===== src/rtl/core/cbt_pkg.sv =====
package cbt_pkg;

  // default sizes
  localparam int NodeCountDef = 1024;
  localparam int KeyBitsDef   = 32;
  localparam int ValueBitsDef = 16;

  // operation codes
  typedef enum logic [1:0] {
    OP_INSERT = 2'd0,
    OP_LOOKUP = 2'd1,
    OP_DELETE = 2'd2
  } op_t;

  // result codes
  typedef enum logic [2:0] {
    ST_OK        = 3'd0,
    ST_NOT_FOUND = 3'd1,
    ST_ZERO      = 3'd2,
    ST_FULL      = 3'd3,
    ST_DUP       = 3'd4
  } status_t;

  // controller states
  typedef enum logic [3:0] {
    S_CLEAR,
    S_IDLE,
    S_START,
    S_WALK,
    S_CHECK,
    S_FIND_D,
    S_SCAN_START,
    S_SCAN,
    S_WALK2,
    S_W_LEAF,
    S_W_SIB,
    S_W_LINK,
    S_DEL_READ,
    S_DEL_WRITE,
    S_RESP
  } state_t;

  // slot write source
  typedef enum logic [2:0] {
    WR_NONE,
    WR_NEW_LEAF,
    WR_SIB,
    WR_LINK,
    WR_PARENT
  } wsel_t;

  typedef struct packed {
    logic    load;
    logic    walk_start;
    logic    walk_step;
    logic    d_start;
    logic    d_step;
    logic    scan_start;
    logic    scan_step;
    logic    clr_step;
    logic    root_leaf;
    logic    root_clear;
    logic    sib_read;
    logic    mark_used;
    logic    free_node;
    wsel_t   wsel;
    logic    code_set;
    status_t code;
    logic    out_load;
  } cmd_t;

  typedef struct packed {
    logic is_insert;
    logic is_lookup;
    logic is_delete;
    logic value_zero;
    logic root_used;
    logic cur_leaf;
    logic pos_root;
    logic level_max;
    logic key_eq;
    logic crit_gt_d;
    logic d_done;
    logic slot_free;
    logic scan_last;
    logic clear_done;
    logic out_free;
  } sts_t;

endpackage


===== src/rtl/core/cbt_ctrl.sv =====
module cbt_ctrl (
  input  logic          clk,
  input  logic          rst,
  input  logic          s_tvalid,
  output logic          s_tready,
  input  cbt_pkg::sts_t sts,
  output cbt_pkg::cmd_t cmd
);

  cbt_pkg::state_t state, state_next;

  // state register
  always_ff @(posedge clk) begin
    if (rst) begin
      state <= cbt_pkg::S_CLEAR;
    end else begin
      state <= state_next;
    end
  end

  assign s_tready = (state == cbt_pkg::S_IDLE);

  // next state
  always_comb begin
    state_next = state;
    unique case (state)
      cbt_pkg::S_CLEAR: begin
        if (sts.clear_done) state_next = cbt_pkg::S_IDLE;
      end
      cbt_pkg::S_IDLE: begin
        if (s_tvalid) state_next = cbt_pkg::S_START;
      end
      cbt_pkg::S_START: begin
        if (sts.is_insert) begin
          if (sts.value_zero || !sts.root_used) state_next = cbt_pkg::S_RESP;
          else state_next = cbt_pkg::S_WALK;
        end else if ((sts.is_lookup || sts.is_delete) && sts.root_used) begin
          state_next = cbt_pkg::S_WALK;
        end else begin
          state_next = cbt_pkg::S_RESP;
        end
      end
      cbt_pkg::S_WALK: begin
        if (sts.cur_leaf) state_next = cbt_pkg::S_CHECK;
        else if (sts.level_max) state_next = cbt_pkg::S_RESP;
      end
      cbt_pkg::S_CHECK: begin
        if (sts.key_eq && sts.is_delete && !sts.pos_root) state_next = cbt_pkg::S_DEL_READ;
        else if (!sts.key_eq && sts.is_insert) state_next = cbt_pkg::S_FIND_D;
        else state_next = cbt_pkg::S_RESP;
      end
      cbt_pkg::S_FIND_D: begin
        if (sts.d_done) state_next = cbt_pkg::S_SCAN_START;
      end
      cbt_pkg::S_SCAN_START: state_next = cbt_pkg::S_SCAN;
      cbt_pkg::S_SCAN: begin
        if (sts.slot_free) state_next = cbt_pkg::S_WALK2;
        else if (sts.scan_last) state_next = cbt_pkg::S_RESP;
      end
      cbt_pkg::S_WALK2: begin
        if (sts.cur_leaf || sts.crit_gt_d || sts.level_max) state_next = cbt_pkg::S_W_LEAF;
      end
      cbt_pkg::S_W_LEAF:    state_next = cbt_pkg::S_W_SIB;
      cbt_pkg::S_W_SIB:     state_next = cbt_pkg::S_W_LINK;
      cbt_pkg::S_W_LINK:    state_next = cbt_pkg::S_RESP;
      cbt_pkg::S_DEL_READ:  state_next = cbt_pkg::S_DEL_WRITE;
      cbt_pkg::S_DEL_WRITE: state_next = cbt_pkg::S_RESP;
      cbt_pkg::S_RESP: begin
        if (sts.out_free) state_next = cbt_pkg::S_IDLE;
      end
      default: state_next = cbt_pkg::S_IDLE;
    endcase
  end

  // commands
  always_comb begin
    cmd = '0;
    cmd.wsel = cbt_pkg::WR_NONE;
    cmd.code = cbt_pkg::ST_OK;
    unique case (state)
      cbt_pkg::S_CLEAR: cmd.clr_step = 1'b1;
      cbt_pkg::S_IDLE:  cmd.load = s_tvalid;
      cbt_pkg::S_START: begin
        cmd.code_set = 1'b1;
        if (sts.is_insert) begin
          if (sts.value_zero) begin
            cmd.code = cbt_pkg::ST_ZERO;
          end else if (!sts.root_used) begin
            cmd.root_leaf = 1'b1;
          end else begin
            cmd.walk_start = 1'b1;
          end
        end else if ((sts.is_lookup || sts.is_delete) && sts.root_used) begin
          cmd.walk_start = 1'b1;
        end else begin
          cmd.code = cbt_pkg::ST_NOT_FOUND;
        end
      end
      cbt_pkg::S_WALK: begin
        if (!sts.cur_leaf) begin
          if (sts.level_max) begin
            cmd.code_set = 1'b1;
            cmd.code     = cbt_pkg::ST_NOT_FOUND;
          end else begin
            cmd.walk_step = 1'b1;
          end
        end
      end
      cbt_pkg::S_CHECK: begin
        cmd.code_set = 1'b1;
        if (sts.key_eq) begin
          if (sts.is_insert) cmd.code = cbt_pkg::ST_DUP;
          else if (sts.is_delete && sts.pos_root) cmd.root_clear = 1'b1;
        end else if (sts.is_insert) begin
          cmd.d_start = 1'b1;
        end else begin
          cmd.code = cbt_pkg::ST_NOT_FOUND;
        end
      end
      cbt_pkg::S_FIND_D: cmd.d_step = !sts.d_done;
      cbt_pkg::S_SCAN_START: cmd.scan_start = 1'b1;
      cbt_pkg::S_SCAN: begin
        if (sts.slot_free) begin
          cmd.walk_start = 1'b1;
        end else if (sts.scan_last) begin
          cmd.code_set = 1'b1;
          cmd.code     = cbt_pkg::ST_FULL;
        end else begin
          cmd.scan_step = 1'b1;
        end
      end
      cbt_pkg::S_WALK2: begin
        cmd.walk_step = !(sts.cur_leaf || sts.crit_gt_d || sts.level_max);
      end
      cbt_pkg::S_W_LEAF: begin
        cmd.wsel      = cbt_pkg::WR_NEW_LEAF;
        cmd.mark_used = 1'b1;
      end
      cbt_pkg::S_W_SIB: cmd.wsel = cbt_pkg::WR_SIB;
      cbt_pkg::S_W_LINK: begin
        cmd.wsel     = cbt_pkg::WR_LINK;
        cmd.code_set = 1'b1;
      end
      cbt_pkg::S_DEL_READ: cmd.sib_read = 1'b1;
      cbt_pkg::S_DEL_WRITE: begin
        cmd.wsel      = cbt_pkg::WR_PARENT;
        cmd.free_node = 1'b1;
        cmd.code_set  = 1'b1;
      end
      cbt_pkg::S_RESP: cmd.out_load = sts.out_free;
      default: cmd.load = 1'b0;
    endcase
  end

  // a result is only loaded into a free output register
  assert property (@(posedge clk) disable iff (rst) cmd.out_load |-> sts.out_free)
    else $error("result loaded while output busy");

  // a walk never steps past a leaf
  assert property (@(posedge clk) disable iff (rst) cmd.walk_step |-> !sts.cur_leaf)
    else $error("walk stepped from a leaf");

  // an exhausted free scan ends in a response
  assert property (@(posedge clk) disable iff (rst)
    (state == cbt_pkg::S_SCAN && !sts.slot_free && sts.scan_last)
      |=> state == cbt_pkg::S_RESP)
    else $error("full pool not reported");

endmodule


===== config.mk =====
export PLATFORM = sky130hd
export DESIGN_NAME = cbt_ctrl
export DESIGN_NICKNAME = d
export VERILOG_FILES = /design/src/rtl/core/cbt_pkg.sv /design/src/rtl/core/cbt_ctrl.sv
export SDC_FILE = /design/constraint.sdc
export NUM_CORES = 1
export LEC_CHECK = 0
export BUFFER_PORTS_ARGS = -buffer_cell sky130_fd_sc_hd__buf_2
export CORE_MARGIN = 8
export CORE_UTILIZATION = 42
export CTS_CLUSTER_SIZE = 16
export DETAILED_ROUTE_END_ITERATION = 12
export PLACE_DENSITY_LB_ADDON = 0.12
export SETUP_SLACK_MARGIN = 0.4
export SLEW_MARGIN = 5
export SYNTH_ARGS = -nofsm -noshare
export SYNTH_HDL_FRONTEND = slang
export SYNTH_SLANG_ARGS = --single-unit

===== constraint.sdc =====
create_clock -name clk -period 2.49 [get_ports clk]
set_input_delay 0.1245 -clock clk [delete_from_list [all_inputs] [get_ports clk]]
set_output_delay 0.1245 -clock clk [all_outputs]
set_load 0.01 [all_outputs]

# [Word-level counts from Yosys, hierarchy flattened]
# Index checks and enable logic that the tools add are counted.
[totals] register_bits=4 inputBits=18 output_inout_bits=22
[op_classes] eq_ne=21 mux=59 n_reduce_logical=18
[op_table] cell="$mux 4" count=18
[op_table] cell="$pmux 4 s14" count=1
[op_table] cell="$mux 1" count=31
[op_table] cell="$eq 4x4->1 const B" count=7
[op_table] cell="$pmux 3 s4" count=2
[op_table] cell="$eq 4x3->1 const B" count=4
[op_table] cell="$ne 2x2->1 const B" count=5
[op_table] cell="$mux 3" count=3
[op_table] cell="$eq 4x2->1 const B" count=2
[op_table] cell="$reduce_and 7->1" count=1
[op_table] cell="$ne 3x3->1 const B" count=2
[op_table] cell="$logic_and 1x1->1" count=5
[op_table] cell="$logic_not 1->1" count=5
[op_table] cell="$eq 4x1->1 const B" count=1
[op_table] cell="$logic_not 4->1" count=1
[op_table] cell="$logic_or 1x1->1" count=4
[op_table] cell="$pmux 1 s2" count=2
[op_table] cell="$reduce_or 4->1" count=1
[op_table] cell="$pmux 1 s3" count=1
[op_table] cell="$mux 2" count=1
[op_table] cell="$reduce_or 2->1" count=1

# [Logic depth before layout (Yosys ltp)]
# Gate-level depths: netlist of the first run.
[depth] depth_word=5 depth_mapped=6 mapped_depth_nobuf=5

# [Least setup slack after synthesis of the first run]
# Ideal clock, no wire load.
[synth_path] kind="reg2reg" from="register state[1]" to="register state[2]" setup_ps=133 t_arrival_ps=1809 t_required_ps=2357 slack_ps=548 path_stages_with_launch=6 path_buffers=0 synth_period_minus_slack_ps=1942 cell_sequence="dfxtp_1 or4b_4 a2111oi_4 and4b_4 a31oi_1 a311oi_2"
[synth_via] elab_chain_cells=3
[synth_lines] element="start, declared" line_no="cbt_ctrl.sv:10" source="cbt_pkg::state_t state, state_next;"
[synth_lines] element="start signal, assigned" line_no="cbt_ctrl.sv:15" source="state <= cbt_pkg::S_CLEAR;"
[synth_lines] element="start signal, assigned" line_no="cbt_ctrl.sv:17" source="state <= state_next;"
[synth_lines] element="$eq 4x4->1, or another cell as far along" line_no="cbt_ctrl.sv:26" source="unique case (state)"
[synth_lines] element="$reduce_or 2->1 (no line), or another cell as far along"
[synth_lines] element="$pmux 4 s14 or $reduce_and 7->1 (tied branches)"
# Several ways; a longest one is shown, not always the timed one.
# A chain may end at the register's enable or synchronous reset.

# [Final worst setup path of the first run]
# Ends and elaborated chain as after synthesis.

==> impl_metrics.json, run 1 <==
{
  "syn_nets": 114,
  "port_buffers": 39,
  "rows": 14,
  "avgSynthCellArea_sq_um": 6.764,
  "yosysSeqAreaShare": 0.1233,
  "critPathMaxFanout": 4,
  "wire_per_inst_um": 13.76,
  "slew_violations": 0,
  "antenna_found_initial": 0,
  "coreArea_sq_um": 1471,
  "syn2layout_area_growth_pct": 36.80,
  "fin_nets": 156,
  "cp-end-kind": "register",
  "n_fill_cell": 155,
  "worst_slew_pin_slew_ns": 0.4251,
  "dr.pass1.iters": 4,
  "vias": 865,
  "hold_buffers": 0,
  "postCtsSetupBuffers": 0,
  "p_leak_uw": 0.0004303,
  "grt_pass1_wl_um": 3760,
  "drt_iter0_markers": 11,
  "clk_pin_slew_ns": 0.03,
  "largest_reg_flops": 4,
  "dp_hpwl_um": 1719,
  "ys_types": 41,
  "hold_violations": 0,
  "power_density_nw_per_um2": 866.6,
  "slew_headroom": 0.7130,
  "grt_max_degree": 23,
  "die_y_um": 55.32,
  "startpoint_type": "register",
  "vias_per_cell": 5.691,
  "grt_pass1_vias": 859,
  "clockBufferDepth": 2,
  "hp-class": "in -> reg",
  "cts_resized": 0,
  "critPathKind": "reg -> reg",
  "cts_root_buffer": "clkbuf_4",
  "die_w_um": 55.32,
  "io_pins": 40,
  "drive_gt1_frac": 0.3897,
  "routed_wl_um": 2091,
  "regArea_sq_um": 80.08,
  "max_freq_ghz": 0.5295,
  "syn_inst": 96,
  "critPathRequiredTime_ns": 2.59,
  "cap_violations": 0,
  "grt.overflow.total": 0,
  "cts_tree": "built",
  "irDropWorstVdd_mv": 0.4279,
  "fin_tns_setup_ns": 0,
  "fin_crit_ns": 1.888,
  "drc": 0,
  "place.gp.congestion": 0.8079,
  "htreeDepth": 1,
  "cts_buffers": 3,
  "multiInputGateArea_sq_um": 525.5,
  "clock-sinks": 4,
  "diodes": 0,
  "start_util": 0.4413,
  "fin_crit_sh": 0.7584,
  "cp.arrival_ns": 1.98,
  "dieArea_sq_um": 3060,
  "yosys_register_bits": 4,
  "clk_latency_ns": 0.22,
  "top_regs": "state (4)",
  "ant_nets": 0,
  "finalSetupViolCount": 0,
  "outcome": "finished, final reports clean",
  "syn_area_sq_um": 649.4,
  "rsz0062_at_grt": "no",
  "p_total_uw": 769.9,
  "regMostFlops": "state",
  "yosys_warnings": 0,
  "grt.total_usage": 0.1374,
  "skew_ns": 0.001393
}
[stage by stage]
stage / setup WS, ns / util / std cells / cell area, sq um / hold slack [ns]
floorplan: 0.5478 / - / 96 / 649.4 / 0.1924
global placement: 0.6384 / 0.5884 / 149 / 865.8 / 0.3381
detailed placement: 0.6125 / 0.5884 / 149 / 865.8 / 0.3426
CTS: 0.6005 / 0.6037 / 152 / 888.4 / 0.1068
global route: 0.4276 / 0.6037 / 152 / 888.4 / 0.1340
finish: 0.6016 / 0.6037 / 152 / 888.4 / 0.1106
[cell usage in the layout, fill, tap and decap left out, types with 2 or more instances in the layout]
cell and instances:
nor2b_1 2, nand4b_1 2, nor3b_1 2, buf_4 4, buf_2 39, nand2b_1 2, dfxtp_1 4, nor2_1 7
o21ai_0 4, o311ai_0 2, and2_1 3, a21oi_1 6, inv_2 3, and3_1 2, clkbuf_4 3, nand3b_1 3
nor3_1 12, nand2_1 11, nand3_1 3
[where the power goes]
group          internal (uW)  total, uW  switching [uW]
sequential              88.9        110            21.2
combinational            243        584             341
clock                   53.6       75.3            21.7
total                    386        770             384
[final cells by class]
cell class,count,share of cell area
inverter,4,0.01690
clock buffer,3,0.02535
multi-input combinational,82,0.5915
tap,16,0.02254
sequential,4,0.09014
timing repair buffer,43,0.2535
[critical path, cell delays in order, from the launching register on]
cell	delay, ns
dfxtp_1	0.30
or4b_4	0.54
a2111oi_4	0.39
and4b_4	0.27
a31oi_1	0.19
a311oi_2	0.06
[cell usage after synthesis]
| cell | count | share of area |
|---|---|---|
| nor3_1 | 12 | 0.092 |
| nand2_1 | 11 | 0.064 |
| nor2_1 | 7 | 0.040 |
| a21oi_1 | 6 | 0.046 |
| dfxtp_1 | 4 | 0.12 |
| o21ai_0 | 4 | 0.031 |
| and2_1 | 3 | 0.029 |
| clkbuf_1 | 3 | 0.017 |
| inv_2 | 3 | 0.017 |
| nand3_1 | 3 | 0.023 |
| nand3b_1 | 3 | 0.035 |
| and3_1 | 2 | 0.019 |
| buf_2 | 2 | 0.015 |
| nand2b_1 | 2 | 0.019 |
| nand4b_1 | 2 | 0.027 |
| nor2b_1 | 2 | 0.019 |
| nor3b_1 | 2 | 0.023 |
| o311ai_0 | 2 | 0.027 |
| a2111oi_4 | 1 | 0.042 |
| a211oi_1 | 1 | 0.012 |
| a21o_1 | 1 | 0.012 |
| a22o_1 | 1 | 0.013 |
| a311oi_1 | 1 | 0.013 |
| a311oi_2 | 1 | 0.023 |
| a31oi_1 | 1 | 0.0096 |
| a41o_1 | 1 | 0.015 |
| and4b_4 | 1 | 0.021 |
| buf_4 | 1 | 0.012 |
| inv_1 | 1 | 0.0058 |
| mux2i_1 | 1 | 0.015 |
| nand4_1 | 1 | 0.0096 |
| nor4b_1 | 1 | 0.013 |
| nor4bb_1 | 1 | 0.015 |
| o21ai_1 | 1 | 0.0077 |
| o22ai_1 | 1 | 0.0096 |
| o311a_1 | 1 | 0.015 |
| o31ai_1 | 1 | 0.012 |
| or2_1 | 1 | 0.0096 |
| or3_1 | 1 | 0.0096 |
| or3b_1 | 1 | 0.013 |
| or4b_4 | 1 | 0.021 |
[per-layer routing]
layer,global-route usage,wire (um),vias to the layer above
met5,0,0,-
met4,0.03169,0,0
met3,0.02968,89,0
met2,0.2404,1059,20
met1,0.1641,942,397
li1,-,-,448
[path summary, 6_finish.rpt]
check	to	slack, ns	startpoint	depth (start not counted)
hold reg to reg	state[1]	0.66	state[1]	2
setup / recovery	state[2]	0.60	state[1]	5
hold / removal	state[2]	0.11	rst	2
setup reg to reg	state[2]	0.60	state[1]	5
[kinds of logic after synthesis]
| logic type | share of synthesized area |
|---|---|
| AO/OA/AOI/OAI | 0.2890 |
| buffers and inverters | 0.06743 |
| flip-flops | 0.1233 |
| multiplexers | 0.01541 |
| AND/OR/NAND/NOR | 0.5048 |
Note: power is estimated with default switching activity, not from simulation.
==> run 2: changes to the inputs <==
ABC_AREA = 1   (was not set)
CORE_UTILIZATION = 39   (was 42)
clock period = 1.6 ns   (was 2.49 ns; I/O delays follow)
==> run 2 against run 1 <==
  * Non-clock buffer count is 9 higher
  * Total power is 130% higher
  * First-iteration DRC count grew to 3.4 times the previous value
  * Global-route usage is 2.0 points higher
  * Sequential power grew to 2.5 times the previous value
  * Combinational power is 130% higher
==> impl_metrics.json, run 2 <==
{
  "cp-end-kind": "output pin",
  "fin_crit_ns": 1.413,
  "dieArea_sq_um": 3470,
  "yosys_register_bits": 4,
  "layout_commonest_cell": "buf_2",
  "grt.total_usage": 0.1578,
  "io_pins": 40,
  "rr_startpoint": "state[2]",
  "top_regs": "state (4)",
  "skew_ns": 0.005911,
  "power_density_nw_per_um2": 1400,
  "synth.area.top_cells": "nand2_1 21%, nor2_1 21%, inv_1 13%, dfxtp_1 11%, nand3_1 9.8%",
  "drive_gt1_frac": 0.4641,
  "grt.overflow.total": 0,
  "ys.flop_type": "dfxtp_1",
  "start_util": 0.4159,
  "yosys_warnings": 0,
  "pwr-share-clk": 0.071,
  "pwr-share-comb": 0.771,
  "cp_slowest_cell": "dfxtp_4",
  "wire_per_inst_um": 12.66,
  "fin_worst_hold_slack_ns": 0.1184,
  "hp-class": "in -> reg",
  "crit_chain": "inv_4, nor2_2, nand2_1, nand2_1, inv_1, nand4_1, buf_2",
  "routed_wl_um": 2963,
  "worst_slew_pin_slew_ns": 0.2478,
  "port_buffers": 39,
  "syn_area_sq_um": 718.2,
  "antenna_found_initial": 0,
  "outcome": "finished, final reports clean",
  "clock-sinks": 4,
  "grt_pass1_vias": 1110,
  "startpoint": "state[0]",
  "max_stage_delay_ns": 0.41,
  "max_freq_ghz": 0.7079,
  "syn_inst": 155,
  "critPathMaxFanout": 6,
  "clockBufferDepth": 2,
  "netlist.area_leader.share": 0.2143,
  "grt_pass1_wl_um": 4491,
  "yosysSeqAreaShare": 0.1115,
  "fin_tns_setup_ns": 0,
  "place.gp.congestion": 0.8547,
  "htreeDepth": 1,
  "cts_buffers": 3,
  "clk_pin_slew_ns": 0.04,
  "grt_max_degree": 8,
  "rsz0062_at_grt": "yes",
  "finalSetupViolCount": 0,
  "rows": 15,
  "hold_violations": 0,
  "dr.pass1.iters": 4,
  "synth_largest_area_cell": "nand2_1",
  "syn2layout_area_growth_pct": 75.78,
  "ys_types": 17,
  "cap_violations": 0,
  "hp-start": "rst",
  "synthArstFlopShare": 0,
  "p_leak_uw": 0.0007437,
  "cp.arrival_ns": 1.33,
  "die_w_um": 58.91,
  "vias_per_cell": 4.902,
  "mostFrequentLayoutCells": "36 x buf_2, 31 x nor2_1, 30 x nand2_1",
  "critPathRequiredTime_ns": 1.52,
  "largest_reg_flops": 4,
  "dp_hpwl_um": 2018,
  "cts_root_buffer": "clkbuf_4",
  "power.internal_uw": 795.3,
  "synth_commonest_cells": "41 x nand2_1, 41 x nor2_1, 25 x inv_1",
  "critPathKind": "reg -> out",
  "fin_crit_sh": 0.8829,
  "startpoint_type": "register",
  "die_y_um": 58.91,
  "cts_tree": "built",
  "irDropWorstVdd_mv": 1.112,
  "fin_nets": 229,
  "drc": 0,
  "avgSynthCellArea_sq_um": 4.633,
  "slew_violations": 0,
  "cpMostUsedCell": "nand2_1",
  "reg2reg_slack_ns": 0.24,
  "switchingPower_uw": 972.6,
  "syn_nets": 173,
  "diodes": 0,
  "slew_headroom": 0.8333,
  "clk_latency_ns": 0.24,
  "sw_frac_of_total": 0.5501,
  "coreArea_sq_um": 1727,
  "vias": 1147,
  "hold_buffers": 0,
  "regMostFlops": "state",
  "pwr-share-seq": 0.159,
  "drt_iter0_markers": 37,
  "synth-edff-count": 0,
  "ant_nets": 0
}
-- run 2: cell count changes in the layout (fill, tap and decap cells not counted), sizes merged, moves of 3 or more --
| cell | before | now |
|---|---|---|
| buf | 43 | 52 |
| nand2 | 11 | 44 |
| nor3 | 12 | 3 |
| and2 | 3 | 0 |
| inv | 4 | 29 |
| nand3 | 3 | 14 |
| nor2 | 7 | 44 |
-- run 2: layout make-up --
cell class                 count  area, sq um
tap                           25        31.28
multi-input combinational    120        663.1
sequential                     4        95.09
fill                         159        464.2
timing repair buffer          52        322.8
inverter                      30        127.6
clock buffer                   3        22.52
-- run 2: kinds of logic (layout without fill, tap and decap cells) --
logic type	after synthesis	count (layout)	synth area share
buffers and inverters	31	85	0.1672
AND/OR/NAND/NOR	110	110	0.6463
flip-flops	4	4	0.1115
AO/OA/AOI/OAI	10	10	0.07491
-- run 2: through the flow --
stage / area, sq um / util / cells / power [uW] / setup WS (ns)
2_1_floorplan: 729.5 / - / 155 / 877.5 / 0.4044
3_3_place_gp: 948.4 / 0.5493 / 218 / 1129 / 0.2250
3_5_place_dp: 948.4 / 0.5493 / 218 / 1134 / 0.1965
4_1_cts: 1182 / 0.6848 / 232 / 1590 / 0.2104
5_1_grt: 1262 / 0.7312 / 234 / 1903 / 0.1031
6_report: 1262 / 0.7312 / 234 / 1768 / 0.1874
-- run 2: repair_timing --
item                                   in CTS  in global routing
setup endpoints to repair                  21                 24
setup buffers                              11                  2
gates resized for setup                    40                 18
pin swaps                                  11                 10
endpoints found under the hold margin       0                  0
-- run 2: critical path: cells and delay by family (launching register included) --
| kind | cells | cell delay [ns] |
|---|---|---|
| buffers and inverters | 3 | 0.28 |
| AND/OR/NAND/NOR | 4 | 0.42 |
| flip-flops | 1 | 0.41 |
-- run 2: power by group through the flow --
stage	Sequential [uW]	Clock, uW	Combinational, uW
after floorplan	207	0	671
after global routing	288	136	1480
after global placement	218	0	911
after CTS	271	126	1190
final	280	125	1360
after detailed placement	222	0	912
-- run 2: layer usage --
| layer | vias to the layer above | global-route usage | routed length (um) |
|---|---|---|---|
| met4 | 0 | 0.03754 | 13 |
| met5 | - | 0 | 0 |
| li1 | 594 | - | - |
| met1 | 519 | 0.1642 | 1222 |
| met3 | 3 | 0.03696 | 140 |
| met2 | 31 | 0.3053 | 1587 |
-- run 2: worst paths after layout --
check	cells past startpoint	endpoint
worst max-delay path	7	cmd[4]
worst min register to register	4	state[0]
worst min-delay path	4	state[0]
worst max register to register	10	state[1]
